### src/hw/rtl/u8opt_pkg.sv
// ----------------------------------------------------------------------------
// u8opt_pkg
// Shared constants and types for the u8 outer-product tile accumulator:
// tile size, field widths, command codes and the structs that travel along
// the column chain.
// ----------------------------------------------------------------------------
package u8opt_pkg;

  localparam int TILE_DIM  = 16;   // tile rows and columns, 2 .. 16
  localparam int MAX_DIM   = 16;   // columns carried on the result ports
  localparam int LANE_W    = 4;
  localparam int WORD_W    = 32;
  localparam int ACC_W     = 32;
  localparam int OUT_W     = 64;
  localparam int NUM_PAIRS = MAX_DIM / 2;
  localparam int BYTE_W    = 8;
  localparam int NUM_BYTES = WORD_W / BYTE_W;
  localparam int PROD_W    = 2 * BYTE_W;
  localparam int DOT_W     = PROD_W + 2;
  localparam int ROW_W     = (TILE_DIM > 1) ? $clog2(TILE_DIM) : 1;

  localparam logic CMD_LOAD  = 1'b0;
  localparam logic CMD_DRAIN = 1'b1;

  // one A lane walking down the chain, tagged with its tile row
  typedef struct packed {
    logic              vld;
    logic [ROW_W-1:0]  row;
    logic [WORD_W-1:0] a_word;
  } chain_t;

  // row read and clear, broadcast to every cell during a drain
  typedef struct packed {
    logic             clr;
    logic [ROW_W-1:0] row;
  } drn_ctl_t;

endpackage

### src/hw/rtl/u8opt_cell.sv
// ----------------------------------------------------------------------------
// u8opt_cell
// One tile column: holds its B lane word and the column's accumulators,
// forms the 4-byte dot product with each passing A lane and hands the
// A lane on to the next column through a register.
// ----------------------------------------------------------------------------
module u8opt_cell (
  input  logic                          clk,
  input  logic                          rst_n,
  input  u8opt_pkg::chain_t             chain_in,
  output u8opt_pkg::chain_t             chain_out,
  input  u8opt_pkg::drn_ctl_t           drn,
  input  logic                          b_we,
  input  logic [u8opt_pkg::WORD_W-1:0]  b_word,
  output logic [u8opt_pkg::ACC_W-1:0]   rd_data
);
  import u8opt_pkg::*;

  chain_t              chain_r;
  logic [WORD_W-1:0]   b_r;
  logic                dot_vld_r;
  logic [ROW_W-1:0]    dot_row_r;
  logic [DOT_W-1:0]    dot_r;
  logic [DOT_W-1:0]    dot_nxt;
  logic [PROD_W-1:0]   prod [NUM_BYTES];
  logic [ACC_W-1:0]    acc_r [TILE_DIM];
  logic [TILE_DIM-1:0] acc_vld_r;
  logic [ACC_W-1:0]    acc_cur;
  logic [ACC_W-1:0]    acc_nxt;

  always_comb begin
    dot_nxt = '0;
    for (int g = 0; g < NUM_BYTES; g++) begin
      prod[g] = {{BYTE_W{1'b0}}, chain_in.a_word[BYTE_W*g +: BYTE_W]} *
                {{BYTE_W{1'b0}}, b_r[BYTE_W*g +: BYTE_W]};
      dot_nxt = dot_nxt + {2'b00, prod[g]};
    end
  end

  // an entry without its valid bit reads as zero
  assign acc_cur = acc_vld_r[dot_row_r] ? acc_r[dot_row_r] : '0;
  assign acc_nxt = acc_cur + {{(ACC_W-DOT_W){1'b0}}, dot_r};
  assign rd_data = acc_vld_r[drn.row] ? acc_r[drn.row] : '0;
  assign chain_out = chain_r;

  always_ff @(posedge clk) begin
    if (!rst_n) begin
      chain_r.vld <= 1'b0;
      dot_vld_r   <= 1'b0;
      acc_vld_r   <= '0;
    end else begin
      chain_r   <= chain_in;
      dot_vld_r <= chain_in.vld;
      if (drn.clr) begin
        acc_vld_r[drn.row] <= 1'b0;
      end else if (dot_vld_r) begin
        acc_vld_r[dot_row_r] <= 1'b1;
      end
    end
  end

  always_ff @(posedge clk) begin
    dot_row_r <= chain_in.row;
    dot_r     <= dot_nxt;
    if (b_we) begin
      b_r <= b_word;
    end
    if (dot_vld_r && !drn.clr) begin
      acc_r[dot_row_r] <= acc_nxt;
    end
  end

endmodule

### config.mk
export PLATFORM = sky130hd
export DESIGN_NAME = u8opt_cell
export DESIGN_NICKNAME = d
export VERILOG_FILES = /design/src/hw/rtl/u8opt_pkg.sv /design/src/hw/rtl/u8opt_cell.sv
export SDC_FILE = /design/constraint.sdc
export NUM_CORES = 1
export LEC_CHECK = 0
export ABC_AREA = 1
export BUFFER_PORTS_ARGS = -buffer_cell sky130_fd_sc_hd__buf_4
export CAP_MARGIN = 10
export CORE_MARGIN = 5
export CORE_UTILIZATION = 40
export DETAILED_ROUTE_END_ITERATION = 7
export SLEW_MARGIN = 20
export SYNTH_ARGS = -nofsm -noshare
export SYNTH_HDL_FRONTEND = slang
export SYNTH_SLANG_ARGS = --single-unit
### constraint.sdc
create_clock -name clk -period 7.52 [get_ports clk]
set_input_delay 0.376 -clock clk [delete_from_list [all_inputs] [get_ports clk]]
set_output_delay 0.376 -clock clk [all_outputs]
set_load 0.01 [all_outputs]
# ---- After elaboration in Yosys (flattened, before gate mapping)
# Memory sizes are Yosys's and may differ from the RTL's. A register that Yosys moved wholly into a read port is not among the register bits.
# Cells that the tools add are included.
dict set report classes {
  n_reduce_logical 5
  n_addsub 4
  n_eq_ne 0
  shifts 0
  n_div 0
  n_mux 14
  mul 4
  bitwise_logic 3
  order_cmp 4
}
# op n
set op_table {}
lappend op_table {{8-bit by 8-bit multiplier with 16-bit output} 4}
lappend op_table {{32-bit 2-to-1 mux} 2}
lappend op_table {{32-bit by 18-bit adder with 32-bit output} 1}
lappend op_table {{16-bit 2-to-1 mux} 2}
lappend op_table {{17-bit by 16-bit adder with 18-bit output} 1}
lappend op_table {{18-bit by 16-bit adder with 18-bit output} 1}
lappend op_table {{16-bit by 16-bit adder with 17-bit output} 1}
lappend op_table {{16-bit AND} 1}
lappend op_table {{16-bit NOT} 1}
lappend op_table {{16-bit OR} 1}
lappend op_table {{4-bit by 5-bit < comparator with 1-bit output, second input constant} 2}
lappend op_table {{1-bit binary-select mux with 4-bit select} 2}
lappend op_table {{1-bit demux with 4-bit select} 2}
lappend op_table {{4-bit by 1-bit >= comparator with 1-bit output, second input constant} 2}
lappend op_table {{1-bit 2-to-1 mux} 6}
lappend op_table {{1-bit logical AND} 3}
lappend op_table {{2-bit nonzero test} 1}
lappend op_table {{1-bit zero test} 1}
dict set report totals {
  ramBits 512
  output_inout_bits 69
  input_bits 77
  word_cells 42
  n_memories 1
  regBits 107
  rom_bits 0
  latch_bits 0
}
# name words width rd rd_ports_with_merged_regs wr line_no
set mem_list {}
lappend mem_list {acc_r 16 32 2 1 1 u8opt_cell.sv:26} ;# logic [ACC_W-1:0] acc_r [TILE_DIM];

# ---- Longest topological paths before layout
# Gate-level depths: netlist (run 1).
dict set report logic_depth {
  depth_word 7
  mapped_depth 26
  mapped_depth_nobuf 25
}

# ---- Worst setup path before layout (run 1)
# OpenSTA, ideal clock, no wires.
dict set report synth_timing {
  path_kind {input to register}
  start {in chain_in[26] in the netlist's numbering}
  end {reg dot_r[15]}
  arrival_ps 6059
  path_buffers 1
  cell_stages 21
  t_required_ps 7393
  setup_ps 127
  setup_slack_ps 1335
  cell_sequence {clkbuf_1 > nand2_1 > fa_1 > inv_1 > fa_1 > inv_1 > fa_1 > fa_1 > inv_1 > fa_1 > fa_1 > fa_1 > fa_1 > ha_1 > nand2_1 > nor2_1 > a211oi_1 > o21ai_0 > a21oi_1 > o21ai_0 > xor2_1}
}
dict set report synth_between {
  elab_chain_cells 2
}
# item line_no
set synth_rtl {}
lappend synth_rtl {{from (decl)} u8opt_cell.sv:10} ;# input u8opt_pkg::chain_t chain_in,
lappend synth_rtl {{8-bit by 8-bit multiplier with 16-bit output} u8opt_cell.sv:34} ;# prod[g] = {{BYTE_W{1'b0}}, chain_in.a_word[BYTE_W*g +: BYTE_W]} *
lappend synth_rtl {{18-bit by 16-bit adder with 18-bit output} u8opt_cell.sv:36} ;# dot_nxt = dot_nxt + {2'b00, prod[g]};
lappend synth_rtl {{via dot_nxt[15]} u8opt_cell.sv:24} ;# logic [DOT_W-1:0] dot_nxt;
lappend synth_rtl {{to (signal assigned)} u8opt_cell.sv:64} ;# dot_r <= dot_nxt;
lappend synth_rtl {{to (decl)} u8opt_cell.sv:23} ;# logic [DOT_W-1:0] dot_r;
# The timed path passes the listed nets, and every way through them passes these cells.
# A chain may end at the register's enable or synchronous reset.

# ---- Worst setup path in the final report (run 1)
dict set report layout_timing {
  start {reg b_r[17]}
  end {reg dot_r[15]}
}
dict set report layout_between {
  elab_chain_cells 3
}
# item line_no
set layout_rtl {}
lappend layout_rtl {{from (decl)} u8opt_cell.sv:20} ;# logic [WORD_W-1:0] b_r;
lappend layout_rtl {{from (signal assigned)} u8opt_cell.sv:66} ;# b_r <= b_word;
lappend layout_rtl {{8-bit by 8-bit multiplier with 16-bit output} u8opt_cell.sv:34}
lappend layout_rtl {{17-bit by 16-bit adder with 18-bit output} u8opt_cell.sv:36}
lappend layout_rtl {{18-bit by 16-bit adder with 18-bit output} u8opt_cell.sv:36}
lappend layout_rtl {{via dot_nxt[15]} u8opt_cell.sv:24}
# The timed path passes the listed nets, and every way through them passes these cells.

==> impl_metrics.tcl, run 1 <==
set metrics [dict create \
    synth_top_family_by_area "adder cells" \
    clock_insertion_delay_worst_skew_ns 0.65 \
    postLayoutCoreUtil_pct 46.6 \
    worstPathRequired_ns 8.03 \
    grt_antenna_before_repair 1 \
    fin_total_pwr_w 0.0190 \
    synth_top_cell_area_share_pct 46.3 \
    fmaxAchievable_ghz 0.154 \
    cts_buffers 74 \
    comb_power_share_pct 56.6 \
    port_buffers 145 \
    layout_worst_path_cycle_share_pct 86.6 \
    num_io_pins 146 \
    clkSlewWorstSetupHoldPaths_ns 0.06 \
    sequentialPowerShare_pct 23.2 \
    die_w_um 317 \
    cts_post_setup_buffers_inserted 0 \
    worstReg2RegEnd "dot_r[15]" \
    syn-cell-area_um2 37600 \
    internal_power_w 0.0111 \
    drt_iter0_markers 2787 \
    postCtsResizedCells 0 \
    initial_core_util_pct 40.3 \
    drcViolationCount 1 \
    worstPathMaxFanout 8 \
    maxSlewViolCount 0 \
    globalRouteOverflowTotal 0 \
    synth-compound-area-share_pct 12.3 \
    wl_per_cell_um 22.5 \
    finalWirelength_um 117000 \
    clk_sinks 619 \
    failed_checks "design-rule violations" \
    finalSetupViolCount 0 \
    status "finished with violations" \
    synthesis.yosys.warnings 0 \
    via_count_of_the_first_global_routing_pass 28600 \
    power_switching_w 0.00796 \
    tightest_slew_ns 1.09 \
    route.detailed.vias_per_inst 5.44 \
    post_detailed_placement_half_perimeter_wirelength_um 73800 \
    global_route_wire_length_before_repair_um 177000 \
    report.final.hold_viol_count 0 \
    sequential_fraction_of_the_synthesis_area_pct 48.4 \
    die_height_um 317 \
    synth_top_cells_by_area "edfxtp_1 (46%), fa_1 (12%), nand2_1 (10%)" \
    antenna_cells_inserted 0 \
    place.gp.congestion 0.873 \
    all_layer_global_routing_usage_pct 23.3 \
    cellPowerDensity_nw_per_um2 438 \
    core_area_um2 93300 \
    area_growth_pct 15.5 \
    die_footprint_um2 100000 \
    hold-path-endpoint "chain_out[11]" \
    finalNetCount 4349 \
    rsz_0062_raised_after_global_routing "false" \
    hold_path_startpoint "chain_in[11]" \
    synthDominantAreaCellType "edfxtp_1" \
    floorplan.rows 112 \
    drive_gt1_share_pct 9.92 \
    critPathArrivalTime_ns 7.02 \
    setup.worst_path.end_class "flop" \
    remaining_max_slew_budget_at_the_tightest_pin_pct 26.9 \
    post_synth_inst_count 3760 \
    post_cts_hold_fix_bufs 60 \
    ff2ff_path_depth 20 \
    startpoint_of_the_worst_slack_reg_to_reg_timing_path "b_r[17]" \
    ys_async_sr_fraction_pct 0 \
    ant_nets 0 \
    tns_ns 0 \
    final-seq-area_um2 18200 \
    worstHoldPathType "primary input to flop" \
    vdd_ir_drop_max_uv 1570 \
    max_clock_skew_ns 0.0348 \
    synth-main-ff-cell "edfxtp_1" \
    synth_edf_count 580 \
    clockRootBuffer "clkbuf_16" \
    maximum_count_of_clock_buffers_along_a_single_path 3 \
    synth_seq_cells 619 \
    period_needed_ns 6.51 \
    timing.reg2reg.setup_slack_ns 1.01 \
    synth.lib_cells_used.distinct 43 \
    startpoint_type "flop" \
    multi_input_area_um2 16000 \
    vias_post_dr 28400 \
    power_leakage_nw 19.2 \
    power.share.clock_pct 20.2 \
    synth-simple-area-share_pct 11.7 \
    synth.area.mux_share_pct 0 \
    max-cap-violations 0 \
    synth-adder-area-share_pct 16.9 \
    timing.hold.worst_path_depth 1 \
    firstDrtPassIters 8 \
    netSwitchingFraction_pct 41.8 \
    synth_nets 4209 \
    fillers 8724 \
    avg_inst_size_synth_um2 10.0 \
    tritoncts "done" \
    maximum_number_of_pins_on_one_net_before_global_route_repair 134 \
    htree_levels 3 \
    timing_worst_setup_path_type "flop to flop" \
    synth_xor_xnor_area_share_pct 0.931 \
]
==> power groups by stage <==
stage | Clock [W] | Combinational, W | Sequential, W
5_1_grt | 0.00406 | 0.0124 | 0.00441
4_1_cts | 0.00391 | 0.0109 | 0.00441
3_5_place_dp | 0 | 0.0108 | 0.00448
3_3_place_gp | 0 | 0.0106 | 0.00448
2_1_floorplan | 0 | 0.00850 | 0.00441
6_report | 0.00385 | 0.0108 | 0.00441
==> final cells by class <==
cell class                      count  area share, %
Clock inverter                     47           1.44
Tap cell                         1254           3.61
Timing Repair Buffer              279           5.24
Sequential cell                   619           41.9
Clock buffer                       90           4.66
Inverter                          745           6.43
Multi-Input combinational cell   2181           36.8
==> critical path: stages, from the launching register on <==
cell and delay, ns:
edfxtp_1 0.50, nand2_1 0.12, inv_1 0.06, fa_1 0.53, inv_1 0.05, fa_1 0.50
fa_1 0.51, inv_1 0.05, fa_1 0.61, fa_1 0.45, fa_1 0.47, fa_1 0.52
fa_1 0.42, ha_1 0.35, nand2_1 0.08, nor2_1 0.04, a211oi_1 0.28, o21ai_0 0.26
a21oi_1 0.29, o21ai_0 0.14, xor2_1 0.15
==> flip-flops by register name, indices dropped and copies added, names as in the netlist <==
signal and flops:
dot_row_r 4, acc_vld_r 16, chain_out 36, b_r 32
dot_r 18, acc_r 512, dot_vld_r 1
==> stage by stage <==
| step | instance area, um^2 | hold WS (ns) | worst slack, ns | std cells |
|---|---|---|---|---|
| 6_report | 43500 | 0.0435 | 1.01 | 5215 |
| 3_5_place_dp | 40200 | 0.480 | 1.02 | 5017 |
| 5_1_grt | 43500 | 0.00534 | 0.596 | 5215 |
| 3_3_place_gp | 40100 | 0.479 | 1.15 | 5017 |
| 2_1_floorplan | 37600 | 0.404 | 1.33 | 3760 |
| 4_1_cts | 43400 | 0.000681 | 1.03 | 5214 |
==> how the worst max path moves through the flow <==
stage / depth (start not counted) / start / endpoint
global route: 20 / b_r[24] / dot_r[14]
finish: 20 / b_r[17] / dot_r[15]
floorplan: 21 / chain_in[26] / dot_r[15]
detailed placement: 20 / b_r[17] / dot_r[15]
CTS: 20 / b_r[17] / dot_r[15]
global placement: 21 / chain_in[21] / dot_r[15]
==> metal layers <==
metal  global-route usage [%]  up-vias  wire (um)
met3                     3.80      256       9910
met1                     30.8    13900      46900
li1                         -    12900          -
met2                     39.2     1370      56500
met4                     8.13        0       4140
met5                        0        -          0
==> synthesized netlist by cell type, drive strengths merged (5+ instances only) <==
cell type and n:
a211oi 11, a21oi 69, a22oi 241, a41oi 40
buf 80, clkbuf 135, dfxtp 39, edfxtp 580
fa 225, ha 147, inv 742, nand2 999
nand3 33, nand4 15, nor2 80, nor3 5
o21ai 71, o221ai 160, o22ai 22, xnor2 16
xor2 24
==> placed cells by master, fill, tap and decap left out, types with 11 or more instances in the layout <==
cell type      instances
a211oi_1              11
a21oi_1               69
a22oi_1              241
a41oi_1               40
buf_4                217
bufinv_16             11
clkbuf_16             76
clkinv_1              11
dfxtp_1               38
dlygate4sd3_1         60
edfxtp_1             580
fa_1                 225
ha_1                 147
inv_1                737
nand2_1              994
nand3_1               33
nand4_1               15
nor2_1                53
nor2_4                22
o21ai_0               67
o221ai_1             160
o22ai_1               22
xnor2_1               14
xor2_1                17
==> cell families (layout without fill, tap and decap cells) <==
group / count (synthesis) / count (layout)
AO/OA/AOI/OAI: 631 / 631
XOR/XNOR: 40 / 40
adder cells (fa/ha/maj): 372 / 372
buffers and inverters: 960 / 1161
flip-flops: 619 / 619
AND/OR/NAND/NOR: 1138 / 1138
Power figures use the tool's default switching activity.
==> run 2, diff against run 1 <==
Settings changed: ABC_AREA 1 to 0.
==> run 2 against run 1 <==
The flow now finishes without violations; routed wire length down 16%; worst setup slack got worse by 0.46 ns; combinational power is 13% higher; sequential cell count is the same; register-to-register slack got worse by 0.46 ns; die area shrank 1.1%; sequential share of layout area rose by 0.88 points; clock power is 15% lower; final cell count down 26%; clock-buffer cell count increased by 7; worst hold slack worse by 0.0022 ns; critical endpoint is now dot_r[16]; largest cell class unchanged.
==> impl_metrics.tcl, run 2 <==
set metrics [dict create \
    sequential_fraction_of_the_synthesis_area_pct 48.9 \
    core_area_um2 91900 \
    remaining_max_slew_budget_at_the_tightest_pin_pct 28.2 \
    max_clock_skew_ns 0.0288 \
    synth_edf_count 580 \
    vdd_ir_drop_max_uv 2320 \
    antenna_cells_inserted 0 \
    final_common_cell "edfxtp_1" \
    maximum_count_of_clock_buffers_along_a_single_path 3 \
    finalNetCount 3006 \
    startpoint_type "flop" \
    synth_top_cell_area_share_pct 46.8 \
    post_detailed_placement_half_perimeter_wirelength_um 64300 \
    initial_core_util_pct 40.5 \
    layout.cells.most_common_list "edfxtp_1 (580), inv_1 (314), mux4_2 (305)" \
    drcViolationCount 0 \
    clk_sinks 619 \
    status "completed" \
    rsz_0062_raised_after_global_routing "false" \
    syn-cell-area_um2 37200 \
    finalWirelength_um 98300 \
    total_non_filler_cell_area_in_the_finished_layout_um2 42600 \
    synth_top_cells_by_area "edfxtp_1 (47%), mux4_2 (18%), fa_1 (12%)" \
    power_leakage_nw 16.2 \
    fmaxAchievable_ghz 0.143 \
    place.gp.congestion 0.845 \
    die_height_um 315 \
    tritoncts "done" \
    instance_area_after_placement_um2 39900 \
    largest_register_ff_count 512 \
    clock_insertion_delay_worst_skew_ns 0.62 \
    num_io_pins 146 \
    route.detailed.vias_per_inst 5.56 \
    firstDrtPassIters 5 \
    max-cap-violations 0 \
    maximum_number_of_pins_on_one_net_before_global_route_repair 79 \
    worstPathRequired_ns 8.03 \
    synth_nets 2780 \
    wl_per_cell_um 25.5 \
    layout_worst_path_cycle_share_pct 92.7 \
    cellPowerDensity_nw_per_um2 465 \
    finalSetupViolCount 0 \
    period_needed_ns 6.97 \
    floorplan.rows 111 \
    globalRouteOverflowTotal 0 \
    cts_buffers 72 \
    area_growth_pct 14.5 \
    report.final.hold_viol_count 0 \
    tightest_slew_ns 1.07 \
    setup.worst_path.end_class "flop" \
    vias_post_dr 21400 \
    fillers 7979 \
    clkSlewWorstSetupHoldPaths_ns 0.06 \
    cts_post_setup_buffers_inserted 0 \
    ys_async_sr_fraction_pct 0 \
    post_synth_inst_count 2331 \
    avg_inst_size_synth_um2 16.0 \
    fin_hold_ws_ns 0.0413 \
    yosys-top-cells-count "edfxtp_1 (580), inv_1 (314), mux4_2 (305)" \
    synthesis.yosys.warnings 0 \
    grt_antenna_before_repair 3 \
    synth-main-ff-cell "edfxtp_1" \
    pre_cts_slack_ns 0.437 \
    die_w_um 315 \
    synth_seq_cells 619 \
    port_buffers 145 \
    drive_gt1_share_pct 24.9 \
    drt_iter0_markers 1809 \
    clockRootBuffer "clkbuf_16" \
    die_footprint_um2 99200 \
    synth.most_common_cell "edfxtp_1" \
    global_route_wire_length_before_repair_um 148000 \
    tns_ns 0 \
    ant_nets 0 \
    synth.lib_cells_used.distinct 71 \
    finalWorstSetupSlack_ns 0.550 \
    worstHoldPathType "primary input to flop" \
    all_layer_global_routing_usage_pct 20.0 \
    critPathArrivalTime_ns 7.48 \
    via_count_of_the_first_global_routing_pass 23400 \
    timing_worst_setup_path_type "flop to flop" \
    maxSlewViolCount 0 \
    worstPathMaxFanout 8 \
    regMostFlops "acc_r" \
    synthDominantAreaCellType "edfxtp_1" \
    htree_levels 3 \
]
[run 2: cell types whose count changed after synthesis, moves of 93 or more]
| cell | change |
|---|---|
| mux4_2 | +305 |
| o221ai_1 | -160 |
| and2_1 | +196 |
| clkbuf_1 | -93 |
| inv_1 | -424 |
| a22oi_1 | -230 |
| nand2_1 | -880 |
[run 2: worst max-delay path: stages, from the launching register on]
cell and delay (ns):
edfxtp_1 0.48, nand2_1 0.12, fa_1 0.54, inv_1 0.05, fa_1 0.48, inv_1 0.05, fa_1 0.49, inv_1 0.05
ha_1 0.26, inv_1 0.05, fa_1 0.50, inv_1 0.05, fa_1 0.53, inv_1 0.05, fa_1 0.44, fa_1 0.54
inv_1 0.06, ha_1 0.26, a21o_1 0.15, a21oi_1 0.25, o21ai_0 0.15, and3_1 0.23, o41ai_2 0.36, or4b_2 0.60
o311ai_0 0.12
[run 2: through the flow]
stage,power (W),utilization [%],cells
4_1_cts,0.0200,46.3,3854
5_1_grt,0.0215,46.3,3855
6_report,0.0198,46.3,3855
2_1_floorplan,0.0134,-,2331
3_5_place_dp,0.0166,43.4,3679
3_3_place_gp,0.0164,43.4,3679
[run 2: layout make-up]
type	count	area, um^2	area share (%)
clock inverters	32	211	0.496
multi-input cells	1308	17500	41.1
well taps	1243	1560	3.65
inverters	314	1180	2.77
clock buffers	97	1960	4.60
repair buffers	242	1970	4.62
flip-flops and latches	619	18200	42.7
[run 2: metal layers]
layer,vias up,part of all wire (%),global-route usage [%]
li1,9118,-,-
met2,718,51,34.4
met1,11400,40,26.9
met4,4,2.4,4.91
met3,152,6.4,3.20
met5,-,0.022,0
[run 2: power breakdown]
group	internal (W)	switching, W	leakage (nW)
registers	0.00425	0.000119	5.81
clock network	0.00184	0.00143	1.06
logic	0.00503	0.00714	9.33
[run 2: repair_timing]
action | in CTS | in global routing
hold endpoints to repair | 50 | 0
resized for setup | 0 | 1
setup endpoints to repair | 0 | 1
hold buffers | 46 | 0
[run 2: path summary, 6_finish.rpt]
check	startpoint	to	slack (ns)	cells after the start
max	b_r[2]	dot_r[16]	0.55	24
max reg2reg	b_r[2]	dot_r[16]	0.55	24
min reg2reg	acc_vld_r[0]	acc_vld_r[0]	0.56	1
min	chain_in[16]	chain_out[16]	0.04	1
[run 2: cell families after synthesis]
group           count (synthesis)  synth area share, %
simple gates                  447                 6.49
mux                           326                 19.7
xor+xnor                       29                0.683
fa+ha+maj                     372                 17.1
buf+inv                       404                 4.52
compound gates                134                 2.61
flops                         619                 48.9
